--- src/rtl/core/climate_relay_cycle_scheduler_top_macros.svh ---
// assertion macros shared by the climate relay cycle scheduler rtl
`ifndef CLIMATE_RELAY_CYCLE_SCHEDULER_TOP_MACROS_SVH
`define CLIMATE_RELAY_CYCLE_SCHEDULER_TOP_MACROS_SVH

// same-cycle implication, checked outside reset
`define CRCS_ASSERT_SAME(label, clk, rst_n, ante, cons, msg) \
    label: assert property (@(posedge clk) disable iff (!rst_n) (ante) |-> (cons)) \
        else $error(msg);

// next-cycle implication, checked outside reset
`define CRCS_ASSERT_NEXT(label, clk, rst_n, ante, cons, msg) \
    label: assert property (@(posedge clk) disable iff (!rst_n) (ante) |=> (cons)) \
        else $error(msg);

`endif

--- src/rtl/core/crcs_pkg.sv ---
// types, constants and helpers of the climate relay cycle scheduler
`default_nettype none

package crcs_pkg;

    // configuration port
    localparam int unsigned REG_COUNT = 8;
    localparam int unsigned APB_ADDR_W = 5;
    localparam int unsigned APB_DATA_W = 32;

    typedef enum logic [2:0] {
        REG_TEMP_GOAL     = 3'd0,
        REG_TEMP_BAND     = 3'd1,
        REG_HUMID_GOAL    = 3'd2,
        REG_HUMID_BAND    = 3'd3,
        REG_CYCLE_BASE_MS = 3'd4,
        REG_CYCLE_STEP_MS = 3'd5,
        REG_VENT_PCT_BASE = 3'd6,
        REG_HEAT_PCT_BASE = 3'd7
    } crcs_reg_idx_t;

    // register reset values
    localparam logic [11:0] TEMP_GOAL_RST     = 12'd220;
    localparam logic [8:0]  TEMP_BAND_RST     = 9'd20;
    localparam logic [9:0]  HUMID_GOAL_RST    = 10'd500;
    localparam logic [8:0]  HUMID_BAND_RST    = 9'd100;
    localparam logic [26:0] CYCLE_BASE_MS_RST = 27'd1200000;
    localparam logic [25:0] CYCLE_STEP_MS_RST = 26'd600000;
    localparam logic [6:0]  VENT_PCT_BASE_RST = 7'd30;
    localparam logic [6:0]  HEAT_PCT_BASE_RST = 7'd15;

    // default parameter values
    localparam int unsigned TIME_BITS_DEF     = 32;
    localparam int unsigned VENT_STEP_PCT_DEF = 10;
    localparam int unsigned HEAT_STEP_PCT_DEF = 5;

    // settings limits
    localparam logic signed [8:0]  PCT_MAX   = 9'sd100;
    localparam logic signed [28:0] CYCLE_MAX = 29'sh7FFFFFF;

    // cycle / 100 as (cycle * recip) >> shift, exact for a 27 bit cycle
    localparam logic [27:0] DIV100_RECIP = 28'd171798692;
    localparam int unsigned DIV100_SHIFT = 34;
    localparam int unsigned UNIT_W = 21;
    localparam int unsigned OFFSET_W = 28;

    typedef struct packed {
        logic [11:0] temp_goal;
        logic [8:0]  temp_band;
        logic [9:0]  humid_goal;
        logic [8:0]  humid_band;
        logic [26:0] cycle_base_ms;
        logic [25:0] cycle_step_ms;
        logic [6:0]  vent_pct_base;
        logic [6:0]  heat_pct_base;
    } crcs_cfg_t;

    // cycle start request to the deadline pipeline
    typedef struct packed {
        logic        start;
        logic [26:0] cycle;
        logic [6:0]  vent_pct;
        logic [6:0]  heat_pct;
    } crcs_start_t;

    typedef struct packed {
        logic        ventilation_on;
        logic        heating_on;
        logic        cycle_started;
        logic [26:0] cycle_length;
        logic [6:0]  vent_share;
        logic [6:0]  heat_share;
    } crcs_result_t;

    function automatic logic [6:0] clamp_pct(input logic signed [8:0] p);
        logic [6:0] r;
        if (p < 9'sd0)
            r = 7'd0;
        else if (p > PCT_MAX)
            r = PCT_MAX[6:0];
        else
            r = p[6:0];
        return r;
    endfunction

endpackage

`default_nettype wire

--- src/rtl/core/crcs_tick.sv ---
// tick logic: deadline checks, relay state and new cycle settings
`default_nettype none

module crcs_tick #(
    parameter int unsigned TIME_BITS     = crcs_pkg::TIME_BITS_DEF,
    parameter int unsigned VENT_STEP_PCT = crcs_pkg::VENT_STEP_PCT_DEF,
    parameter int unsigned HEAT_STEP_PCT = crcs_pkg::HEAT_STEP_PCT_DEF
) (
    input  wire logic                     clk,
    input  wire logic                     rst_n,
    input  wire logic                     fire,
    input  wire logic signed [11:0]       temperature,
    input  wire logic [9:0]               humidity,
    input  wire logic                     sensor_valid,
    input  wire crcs_pkg::crcs_cfg_t      cfg,
    input  wire logic [TIME_BITS-1:0]     vent_dl,
    input  wire logic [TIME_BITS-1:0]     heat_dl,
    output      crcs_pkg::crcs_result_t   res,
    output      crcs_pkg::crcs_start_t    start,
    output      logic [TIME_BITS-1:0]     now
);

    localparam logic signed [8:0] VSTEP = 9'(VENT_STEP_PCT);
    localparam logic signed [8:0] HSTEP = 9'(HEAT_STEP_PCT);

    logic [TIME_BITS-1:0] now_reg,      now_next;
    logic [TIME_BITS-1:0] cycle_dl_reg, cycle_dl_next;
    logic                 vent_armed_reg, vent_armed_next;
    logic                 heat_armed_reg, heat_armed_next;
    logic                 vent_relay_reg, vent_relay_next;
    logic                 heat_relay_reg, heat_relay_next;
    logic [26:0]          cur_cycle_reg,  cur_cycle_next;
    logic [6:0]           cur_vent_reg,   cur_vent_next;
    logic [6:0]           cur_heat_reg,   cur_heat_next;

    logic signed [13:0] t_val, t_hi, t_lo;
    logic [10:0]        h_hi;
    logic signed [11:0] h_lo;
    logic               hot, cold, wet, dry;
    logic signed [28:0] cyc_sum;
    logic signed [8:0]  vp_sum, hp_sum;
    logic [26:0]        new_cycle;
    logic [6:0]         new_vent, new_heat;
    logic               vent_due, heat_due, cycle_due, start_now;

    // band edges and band comparisons
    always_comb
    begin
        t_val = 14'(temperature);
        t_hi  = $signed({{2{cfg.temp_goal[11]}}, cfg.temp_goal})
              + $signed({5'd0, cfg.temp_band});
        t_lo  = $signed({{2{cfg.temp_goal[11]}}, cfg.temp_goal})
              - $signed({5'd0, cfg.temp_band});
        h_hi  = {1'b0, cfg.humid_goal} + {2'b0, cfg.humid_band};
        h_lo  = $signed({2'b0, cfg.humid_goal}) - $signed({3'b0, cfg.humid_band});
        hot   = t_val >= t_hi;
        cold  = t_val <= t_lo;
        wet   = {1'b0, humidity} >= h_hi;
        dry   = $signed({2'b0, humidity}) <= h_lo;
    end

    // new cycle settings
    always_comb
    begin
        cyc_sum = $signed({2'b0, cfg.cycle_base_ms});
        vp_sum  = $signed({2'b0, cfg.vent_pct_base});
        hp_sum  = $signed({2'b0, cfg.heat_pct_base});
        if (sensor_valid)
        begin
            if (hot)
                cyc_sum = cyc_sum + $signed({3'b0, cfg.cycle_step_ms});
            else if (cold)
                cyc_sum = cyc_sum - $signed({3'b0, cfg.cycle_step_ms});
            if (wet)
            begin
                vp_sum = vp_sum + VSTEP;
                if (cold)
                    hp_sum = hp_sum + HSTEP;
            end
            else if (dry)
            begin
                vp_sum = vp_sum - VSTEP;
                if (cold)
                    hp_sum = hp_sum - HSTEP;
            end
        end
        if (cyc_sum < 29'sd0)
            new_cycle = '0;
        else if (cyc_sum > crcs_pkg::CYCLE_MAX)
            new_cycle = crcs_pkg::CYCLE_MAX[26:0];
        else
            new_cycle = cyc_sum[26:0];
        new_vent = crcs_pkg::clamp_pct(vp_sum);
        new_heat = crcs_pkg::clamp_pct(hp_sum);
    end

    // deadline checks in priority order
    assign vent_due  = vent_armed_reg && (now_reg >= vent_dl);
    assign heat_due  = heat_armed_reg && (now_reg >= heat_dl);
    assign cycle_due = now_reg >= cycle_dl_reg;
    assign start_now = !vent_due && !heat_due && cycle_due;

    always_comb
    begin
        now_next        = now_reg + TIME_BITS'(1);
        cycle_dl_next   = cycle_dl_reg;
        vent_armed_next = vent_armed_reg;
        heat_armed_next = heat_armed_reg;
        vent_relay_next = vent_relay_reg;
        heat_relay_next = heat_relay_reg;
        cur_cycle_next  = cur_cycle_reg;
        cur_vent_next   = cur_vent_reg;
        cur_heat_next   = cur_heat_reg;
        if (vent_due)
        begin
            vent_armed_next = 1'b0;
            vent_relay_next = 1'b0;
            heat_relay_next = 1'b1;
        end
        else if (heat_due)
        begin
            heat_armed_next = 1'b0;
            heat_relay_next = 1'b0;
        end
        else if (cycle_due)
        begin
            cur_cycle_next  = new_cycle;
            cur_vent_next   = new_vent;
            cur_heat_next   = new_heat;
            cycle_dl_next   = now_reg + TIME_BITS'(new_cycle);
            vent_armed_next = 1'b1;
            heat_armed_next = 1'b1;
            vent_relay_next = 1'b1;
        end
    end

    always_ff @(posedge clk or negedge rst_n)
    begin
        if (!rst_n)
        begin
            now_reg        <= '0;
            cycle_dl_reg   <= '0;
            vent_armed_reg <= 1'b0;
            heat_armed_reg <= 1'b0;
            vent_relay_reg <= 1'b0;
            heat_relay_reg <= 1'b0;
            cur_cycle_reg  <= '0;
            cur_vent_reg   <= '0;
            cur_heat_reg   <= '0;
        end
        else if (fire)
        begin
            now_reg        <= now_next;
            cycle_dl_reg   <= cycle_dl_next;
            vent_armed_reg <= vent_armed_next;
            heat_armed_reg <= heat_armed_next;
            vent_relay_reg <= vent_relay_next;
            heat_relay_reg <= heat_relay_next;
            cur_cycle_reg  <= cur_cycle_next;
            cur_vent_reg   <= cur_vent_next;
            cur_heat_reg   <= cur_heat_next;
        end
    end

    assign res.ventilation_on = vent_relay_next;
    assign res.heating_on     = heat_relay_next;
    assign res.cycle_started  = start_now;
    assign res.cycle_length   = cur_cycle_next;
    assign res.vent_share     = cur_vent_next;
    assign res.heat_share     = cur_heat_next;

    assign start.start    = fire && start_now;
    assign start.cycle    = new_cycle;
    assign start.vent_pct = new_vent;
    assign start.heat_pct = new_heat;
    assign now            = now_reg;

endmodule

`default_nettype wire

--- config.mk ---
export PLATFORM = sky130hd
export DESIGN_NAME = crcs_tick
export DESIGN_NICKNAME = d
export VERILOG_FILES = /design/src/rtl/core/climate_relay_cycle_scheduler_top_macros.svh /design/src/rtl/core/crcs_pkg.sv /design/src/rtl/core/crcs_tick.sv
export SDC_FILE = /design/constraint.sdc
export NUM_CORES = 1
export LEC_CHECK = 0
export BUFFER_PORTS_ARGS = -buffer_cell sky130_fd_sc_hd__buf_2
export CAP_MARGIN = 20
export CORE_MARGIN = 3
export CORE_UTILIZATION = 30
export CTS_CLUSTER_DIAMETER = 200
export DETAILED_ROUTE_END_ITERATION = 7
export GPL_ROUTABILITY_DRIVEN = 0
export GPL_TIMING_DRIVEN = 0
export PLACE_DENSITY_LB_ADDON = 0.25
export SETUP_SLACK_MARGIN = 0.3
export SYNTH_ARGS = -nofsm -noshare
export SYNTH_HDL_FRONTEND = slang
export SYNTH_SLANG_ARGS = --single-unit
export TNS_END_PERCENT = 10
--- constraint.sdc ---
create_clock -name clk -period 6.6 [get_ports clk]
set_clock_uncertainty 0.15 [all_clocks]
set_input_delay 0.33 -clock clk [delete_from_list [all_inputs] [get_ports clk]]
set_output_delay 0.33 -clock clk [all_outputs]
set_load 0.05 [all_outputs]
; ---- After elaboration in Yosys (flattened, before gate mapping)
; Index checks and enable logic that the tools add are counted.
[word_totals]
regBits = 109
in_bits = 197
out_inout_bits = 118
elab_cells = 84
[classes]
n_addsub = 12
order_cmp = 13
n_eq_ne = 1
muxes = 35
n_bitwise = 2
n_reduce_logical = 12
[ops]
columns = op, n
row1 = 2-to-1 mux 27 bit, 5
row2 = >= comparator 32 bit, 3
row3 = 2-to-1 mux 29 bit, 3
row4 = 2-to-1 mux 7 bit, 10
row5 = 2-to-1 mux 9 bit, 7
row6 = adder 32 x 1 -> 32 bit (second input constant), 1
row7 = adder 32 x 27 -> 32 bit, 1
row8 = > comparator 29 x 28 -> 1 bit (second input constant), 1
row9 = less-than comparator 29 x 1 -> 1 bit (second input constant), 1
row10 = adder 27 x 26 -> 28 bit, 1
row11 = subtractor 27 x 26 -> 28 bit, 1
row12 = > comparator 9 x 8 -> 1 bit (second input constant), 2
row13 = less-than comparator 9 x 1 -> 1 bit (second input constant), 2
row14 = adder 12 x 10 -> 13 bit, 1
row15 = >= comparator 12 x 13 -> 1 bit, 1
row16 = less-or-equal comparator 12 x 13 -> 1 bit, 1
row17 = subtractor 12 x 10 -> 13 bit, 1
row18 = adder 10 x 9 -> 11 bit, 1
row19 = >= comparator 10 x 11 -> 1 bit, 1
row20 = less-or-equal comparator 11 bit, 1
row21 = subtractor 10 x 9 -> 11 bit, 1
row22 = 2-to-1 mux 1 bit, 9
row23 = adder 7 x 3 -> 8 bit (second input constant), 1
row24 = adder 7 x 4 -> 8 bit (second input constant), 1
row25 = 10 further kinds, 18

; ---- Logic depth before layout (Yosys ltp)
; Gate-level depths: netlist (run 1).
[logic_depth]
depth_word = 12
depth_mapped = 37
depth_no_buf = 35

; ---- Least setup slack after synthesis (run 1)
; Ideal clock, no wire load.
[synth_path]
kind = input-to-reg
startpoint = input port cfg[86] in the netlist's numbering
endpoint = register cycle_dl_reg[27]
setup_ns = 0.138
t_arrival_ns = 7.687
slack_ns = -1.375
cell_stages = 31
path_buffers = 2
path_cell_list = ha_1 fa_1 a21oi_1 o21a_1 o21ba_2 o21a_1 o21bai_1 a21oi_1 nor2_1 o21ai_0 o21ai_0 ha_1 nand4_1 nor4_1 a211oi_1 a211o_1 and4_1 buf_4 nand2_1 clkbuf_1 nor2_1 o41ai_1 ha_1 a21o_1 a21o_1 a21o_1 a2111o_1 nand3_1 mux2i_1 a2111oi_0 a21oi_1
[synth_rtl]
columns = element, line_no
row1 = "start, declared", crcs_tick.sv:15  ; input wire crcs_pkg::crcs_cfg_t cfg,
row2 = "end signal, assigned", crcs_tick.sv:154  ; cycle_dl_reg <= cycle_dl_next;
row3 = "end, declared", crcs_tick.sv:27  ; logic [TIME_BITS-1:0] cycle_dl_reg, cycle_dl_next;

; ---- Worst setup path in the final report (run 1)
[layout_path]
startpoint = input port cfg[95] in the netlist's numbering
endpoint = register cycle_dl_reg[28]
[layout_between]
elab_chain_cells = 9
elab_cells_between_ends = 12
[layout_lines]
columns = element, line_no
row1 = subtractor 12 x 10 -> 13 bit, crcs_tick.sv:53  ; - $signed({5'd0, cfg.temp_band});
row2 = less-or-equal comparator 12 x 13 -> 1 bit, crcs_tick.sv:57  ; cold = t_val <= t_lo;
row3 = 2-to-1 mux 29 bit, crcs_tick.sv:72  ; else if (cold)
row4 = 2-to-1 mux 29 bit *, crcs_tick.sv:70  ; if (hot)
row5 = 2-to-1 mux 29 bit *, crcs_tick.sv:68  ; if (sensor_valid)
row6 = > comparator 29 x 28 -> 1 bit, crcs_tick.sv:89  ; else if (cyc_sum > crcs_pkg::CYCLE_MAX)
row7 = 2-to-1 mux 27 bit, crcs_tick.sv:89
row8 = 2-to-1 mux 27 bit *, crcs_tick.sv:87  ; if (cyc_sum < 29'sd0)
row9 = adder 32 x 27 -> 32 bit *, crcs_tick.sv:130  ; cycle_dl_next = now_reg + TIME_BITS'(new_cycle);
; Mark *: on every way between the ends. The rest lies on a longest branch, timed or not.
; A chain may end at the register's enable or synchronous reset.

==> results.cfg, run 1 <==
[status]
status = complete, but fails checks
violations = setup timing

[detailed_routing]
drt-total-wl_um = 56550
detail-route-antenna-nets = 0
wl_per_cell_um = 18.33
vias = 16280
dr.pass1.iters = 5
drt_iter0_markers = 1032
viasPerCell = 5.276
drc = 0

[place]
placedInstanceArea_sq_um = 18430
portBuffers = 307
hpwlAfterDp_um = 46020
dp_cells = 2996

[clock_network]
cts_max_level = 3
clockBufferDepth = 2
clockRootBuffer = clkbuf_16
clk_pin_slew_worst_paths_ps = 80
clk_latency_ps = 380
clkSinkCount = 109
cts_tree = yes
cts-buffers-inserted = 9

[logic_synthesis]
synth.distinct_cells = 99
synth_top_flop_cell = dfrtp_1
synth-seq-cells = 109
synth.avg_cell_area_sq_um = 7.844
synthCells = 2005
synthArstFlopShare = 1.000
syn_nets = 2471
synth-seq-area-share = 0.1734
synth_area_sq_um = 15730
yosys_warnings = 0
synth_edf_count = 0

[setup_path]
cp-start-kind = input port
crit_slowest_cell = a2111o_1
worstPathRequired_ps = 6740
worst_path_largest_cell_delay_ps = 460
path_class = input port to flip-flop
cp-end-kind = flip-flop
critical_path.max_fanout = 4
cp_data_arrival_time_ps = 6970

[timing]
period_share = 1.035
fmax_ghz = 0.1463
rsz0062_at_grt = true
slew_headroom = 0.3512
hold_viol_final = 0
worst_pin_slew_ps = 973.2
finalSetupViolations = 10
layout_setup_ws_ps = -233.9
finalCriticalPeriod_ps = 6834
maxSlewViolCount = 0

[power]
power_mw = 3.491
power.density_nw_per_um2 = 174.0
power.switching_mw = 1.695
internal_power_mw = 1.796
seqPwrFrac = 0.215
p_sw_frac = 0.4855
clkPwrFrac = 0.164
irDropWorstVdd_uv = 136.5
p_comb_frac = 0.620
leakage_nw = 10.07

[cells_and_area]
final_nets = 2865
utilization = 0.3886
area_delta_synth_final_pct = 27.55
finish.instance_area_sq_um = 20060
stdcell_count = 3085
drive_gt1_frac = 0.2650
nFillCells = 5376

[floorplan]
die_h_um = 235.0
num_io_pins = 315
die_x_um = 235.0
fp.dieArea_sq_um = 55200
initial_utilization = 0.3047
coreArea_sq_um = 51610
rows = 83

[grt]
grt_max_degree = 60
grt_overflow = 0
antenna_found_initial = 6
grt_pass1_wl_um = 87570
grt_pass1_vias = 16110
grt.total_usage = 0.1956

[run]
drv_cap = 0

[min_path]
min_path_type = input port to flip-flop
cell usage in the layout (no fill, tap or decap), types with 21 or more instances in the layout:
master,synthesis,layout
nand4_1,37,37
o21a_1,28,24
o21bai_1,23,21
buf_4,5,75
xnor2_1,76,74
nor2_1,105,103
nand3_1,41,38
nor3_1,42,39
ha_1,262,242
a21o_1,51,51
nand2b_1,31,31
o21ai_0,148,117
a21oi_1,138,119
nand2_1,177,170
buf_2,10,306
mux2_2,41,41
xor2_1,41,41
inv_1,238,223
o21ai_1,6,25
dfrtp_1,109,109
clkbuf_1,45,35
synthesized netlist by cell type (6+ instances only):
cell / count / area, sq um
ha_1: 262 / 3278
inv_1: 238 / 893.4
nand2_1: 177 / 664.4
o21ai_0: 148 / 740.7
a21oi_1: 138 / 690.7
dfrtp_1: 109 / 2728
nor2_1: 105 / 394.1
xnor2_1: 76 / 665.6
a21o_1: 51 / 382.9
clkbuf_1: 45 / 168.9
nor3_1: 42 / 210.2
mux2_2: 41 / 461.7
nand3_1: 41 / 205.2
xor2_1: 41 / 359.1
nand4_1: 37 / 231.5
nand2b_1: 31 / 193.9
o21a_1: 28 / 210.2
o31ai_1: 26 / 195.2
o21bai_1: 23 / 172.7
nor2b_1: 22 / 137.6
and3_1: 17 / 106.4
a211oi_1: 16 / 120.1
or3_1: 16 / 100.1
o211ai_1: 15 / 112.6
a31oi_1: 13 / 81.33
mux2i_1: 11 / 110.1
o221ai_1: 11 / 96.34
buf_2: 10 / 50.05
nor4_1: 10 / 62.56
o31a_1: 10 / 87.58
a21boi_0: 9 / 67.56
or2_2: 9 / 56.30
and2_1: 8 / 50.05
o22ai_1: 8 / 50.05
a2111oi_0: 7 / 61.31
a221o_1: 7 / 70.07
a2bb2oi_1: 7 / 61.31
fa_1: 7 / 140.1
or4_1: 7 / 52.55
a221oi_1: 6 / 52.55
o21ai_1: 6 / 30.03
o41ai_1: 6 / 52.55
logic make-up after synthesis:
group | after synthesis | share of synthesized area
AND/OR/NAND/NOR | 547 | 0.1712
buffers and inverters | 312 | 0.08187
XOR/XNOR | 117 | 0.06516
multiplexers | 52 | 0.03636
AO/OA/AOI/OAI | 599 | 0.2546
adder cells (fa/ha/maj) | 269 | 0.2174
flip-flops | 109 | 0.1734
what timing repair did:
item	CTS	global route
setup endpoints to repair	95	49
gates cloned	1	1
gates resized for setup	97	106
pin swaps	60	69
hold endpoints to repair	50	0
hold buffers	1	0
buffers inserted	35	34
cell type report:
| cell class | count | area [sq um] | share of cell area |
|---|---|---|---|
| Antenna cell | 1 | 2.502 | 0.0001248 |
| Buffer | 73 | 484.2 | 0.02414 |
| Clock buffer | 9 | 225.2 | 0.01123 |
| Clock inverter | 7 | 77.57 | 0.003867 |
| Inverter | 239 | 940.9 | 0.04691 |
| Multi-Input combinational cell | 1584 | 12530 | 0.6245 |
| Sequential cell | 109 | 2728 | 0.1360 |
| Tap cell | 680 | 850.8 | 0.04242 |
| Timing Repair Buffer | 383 | 2223 | 0.1108 |
worst max-delay path: cells and delay by family:
family	cells	cell delay, ps
AOI/OAI and AO/OA	17	3100
adders and majority gates	5	1410
buffers and inverters	5	650
muxes	1	260
xor gates and xnor gates	1	110
and+or+nand+nor	8	1110
routing by layer:
metal	wire length (um)	global-route usage	share of wire	up-vias
li1	-	-	-	7953
met1	25390	0.2548	0.45	7716
met2	25850	0.3252	0.46	524
met3	4130	0.04965	0.073	77
met4	1136	0.04396	0.020	6
met5	32	0	0.00057	-
per-stage QoR:
step	setup TNS [ps]	hold WS [ps]	setup slack [ps]
6_report	-1195	151.2	-233.9
5_1_grt	-4874	167.9	-539.9
4_1_cts	-964.4	132.7	-186.0
3_5_place_dp	-42900	180.7	-2105
3_3_place_gp	-58260	310.3	-2510
2_1_floorplan	-1514	-115.6	-313.0
power by group through the flow:
stage	logic (mW)	registers (mW)	clock network [mW]
after floorplan	1.31	0.804	0
after global placement	1.88	0.763	0
after detailed placement	1.90	0.763	0
after CTS	2.02	0.751	0.591
after global routing	2.38	0.757	0.610
final	2.17	0.751	0.574
path summary, 6_finish.rpt:
kind,startpoint,to,slack (ps),cells after the start
max,cfg[95],cycle_dl_reg[28]$_DFFE_PN0P_,-230,37
min,cfg[7],cur_vent_reg[0]$_DFFE_PN0P_,150,3
max reg2reg,now[9]$_DFFE_PN0P_,cycle_dl_reg[26]$_DFFE_PN0P_,1680,12
min reg2reg,cur_heat_reg[2]$_DFFE_PN0P_,cur_heat_reg[2]$_DFFE_PN0P_,330,2
max in group asynchronous,rst_n,heat_relay_reg$_DFFE_PN0P_,5270,3
min in group asynchronous,rst_n,cycle_dl_reg[3]$_DFFE_PN0P_,330,2
Note: power is estimated with default switching activity, not from simulation.
==> inputs of run 2 (changes only) <==
Settings changed: CORE_ASPECT_RATIO set to 0.8.
==> results.cfg, run 2 (synthesis results as in run 1) <==
[setup_path]
cp-startpoint = cfg[95]
critPathBufInv = 15
cp-start-kind = input port
cpMostUsedCell = buf_4
cp-end-kind = flip-flop
reg2reg_from = now[0]$_DFFE_PN0P_
cp_data_arrival_time_ps = 7020
critical_path.max_fanout = 4
worst_path_largest_cell_delay_ps = 520
critical-path-top-delay-family = compound AO/OA/AOI/OAI gates
worstPathRequired_ps = 6670
crit_slowest_cell = a2111o_1
cp.depth = 41
reg2regPathDepth = 13
path_class = input port to flip-flop

[detailed_routing]
drc = 0
wl_per_cell_um = 18.95
viasPerCell = 5.263
drt_iter0_markers = 1012
detail-route-antenna-nets = 0
dr.pass1.iters = 5
drt-total-wl_um = 58510
vias = 16250

[timing]
slew_headroom = 0.2973
hold_viol_final = 0
rsz0062_at_grt = true
finalSetupViolations = 12
finalCriticalPeriod_ps = 6953
layout_setup_ws_ps = -353.2
period_share = 1.054
fmax_ghz = 0.1438
worst_pin_slew_ps = 1054
maxSlewViolCount = 0

[min_path]
min_path_type = input port to flip-flop
hp-start = cfg[7]
holdPathStages = 3

[cells_and_area]
area_delta_synth_final_pct = 26.83
drive_gt1_frac = 0.2607
final_nets = 2862
final_common_cell = buf_2
finish.instance_area_sq_um = 19950
stdcell_count = 3087
final_cell_mix = 310 x buf_2, 243 x ha_1, 223 x inv_1

[clock_network]
clk_pin_slew_worst_paths_ps = 70
clockBufferDepth = 2
clk_latency_ps = 380
clkSinkCount = 109
clockRootBuffer = clkbuf_16
cts_max_level = 3
cts-buffers-inserted = 9
cts_tree = yes

[grt]
grt_pass1_vias = 15520
grt_overflow = 0
antenna_found_initial = 3
grt_max_degree = 63
grt_pass1_wl_um = 88390
grt.total_usage = 0.2055

[floorplan]
initial_utilization = 0.3055
fp.dieArea_sq_um = 55220
num_io_pins = 315
die_x_um = 262.0
die_h_um = 210.8
coreArea_sq_um = 51480
rows = 74

[status]
status = complete, but fails checks
violations = setup timing

[run]
drv_cap = 0

[power]
power.density_nw_per_um2 = 178.9
irDropWorstVdd_uv = 131.7
leakage_nw = 10.03

[place]
portBuffers = 307
hpwlAfterDp_um = 47750
placedInstanceArea_sq_um = 18440
dp_cells = 3000
==> run 2: power by group <==
part | switching (mW) | leakage [nW] | internal, mW | total (mW)
clock | 0.286 | 0.162 | 0.349 | 0.634
sequential | 0.0551 | 1.50 | 0.686 | 0.741
combinational | 1.36 | 8.37 | 0.836 | 2.19
total | 1.70 | 10.0 | 1.87 | 3.57
==> run 2: cell type report <==
class	count	area (sq um)
Fill cell	5423	31530
Timing Repair Buffer	380	2171
Antenna cell	2	5.005
Clock buffer	11	242.7
Clock inverter	5	88.84
Inverter	239	939.7
Multi-Input combinational cell	1584	12470
Buffer	73	444.2
Tap cell	684	855.8
Sequential cell	109	2728
==> run 2: path summary, 6_finish.rpt <==
kind	slack [ps]	to
setup / recovery	-350	cycle_dl_reg[30]$_DFFE_PN0P_
hold / removal	110	cur_vent_reg[0]$_DFFE_PN0P_
setup reg to reg	1290	cur_cycle_reg[15]$_DFFE_PN0P_
hold reg to reg	330	cur_vent_reg[0]$_DFFE_PN0P_
max in group asynchronous	5260	cur_cycle_reg[24]$_DFFE_PN0P_
min in group asynchronous	300	now[7]$_DFFE_PN0P_
==> run 2: through the flow <==
| step | worst slack (ps) | util | total power, mW | TNS, ps | hold WS (ps) |
|---|---|---|---|---|---|
| finish | -353.2 | 0.3874 | 3.568 | -2941 | 113.2 |
| global route | -633.1 | 0.3874 | 3.824 | -7566 | 126.4 |
| CTS | -193.3 | 0.3789 | 3.465 | -1269 | 87.56 |
| detailed placement | -2501 | 0.3582 | 2.685 | -55240 | 145.3 |
| global placement | -2412 | 0.3571 | 2.652 | -53840 | 310.4 |
| floorplan | -313.0 | - | 2.112 | -1514 | -115.6 |
==> run 2: routing by layer <==
| metal | vias to the layer above | track usage | routed length [um] |
|---|---|---|---|
| met5 | - | 0 | 12 |
| li1 | 7981 | - | - |
| met2 | 498 | 0.3219 | 25670 |
| met4 | 2 | 0.05225 | 1489 |
| met3 | 71 | 0.03812 | 3698 |
| met1 | 7694 | 0.2908 | 27640 |
==> run 2: what timing repair did <==
item | in CTS | in global routing
buffers inserted | 43 | 23
pin swaps | 66 | 24
endpoints found under the setup margin | 84 | 61
hold endpoints to repair | 47 | 0
hold buffers | 1 | 0
gates cloned | 1 | 1
gates resized for setup | 97 | 71
==> run 2: worst register-to-register path, stage by stage (launching register included) <==
cell,delay (ps)
dfrtp_1,440
inv_1,130
ha_1,280
nand2b_1,140
a2111oi_0,430
o21ai_0,220
a211oi_1,570
o211ai_1,380
a22oi_2,360
and2_1,280
o311ai_2,350
inv_1,210
clkbuf_1,800
mux2_2,440
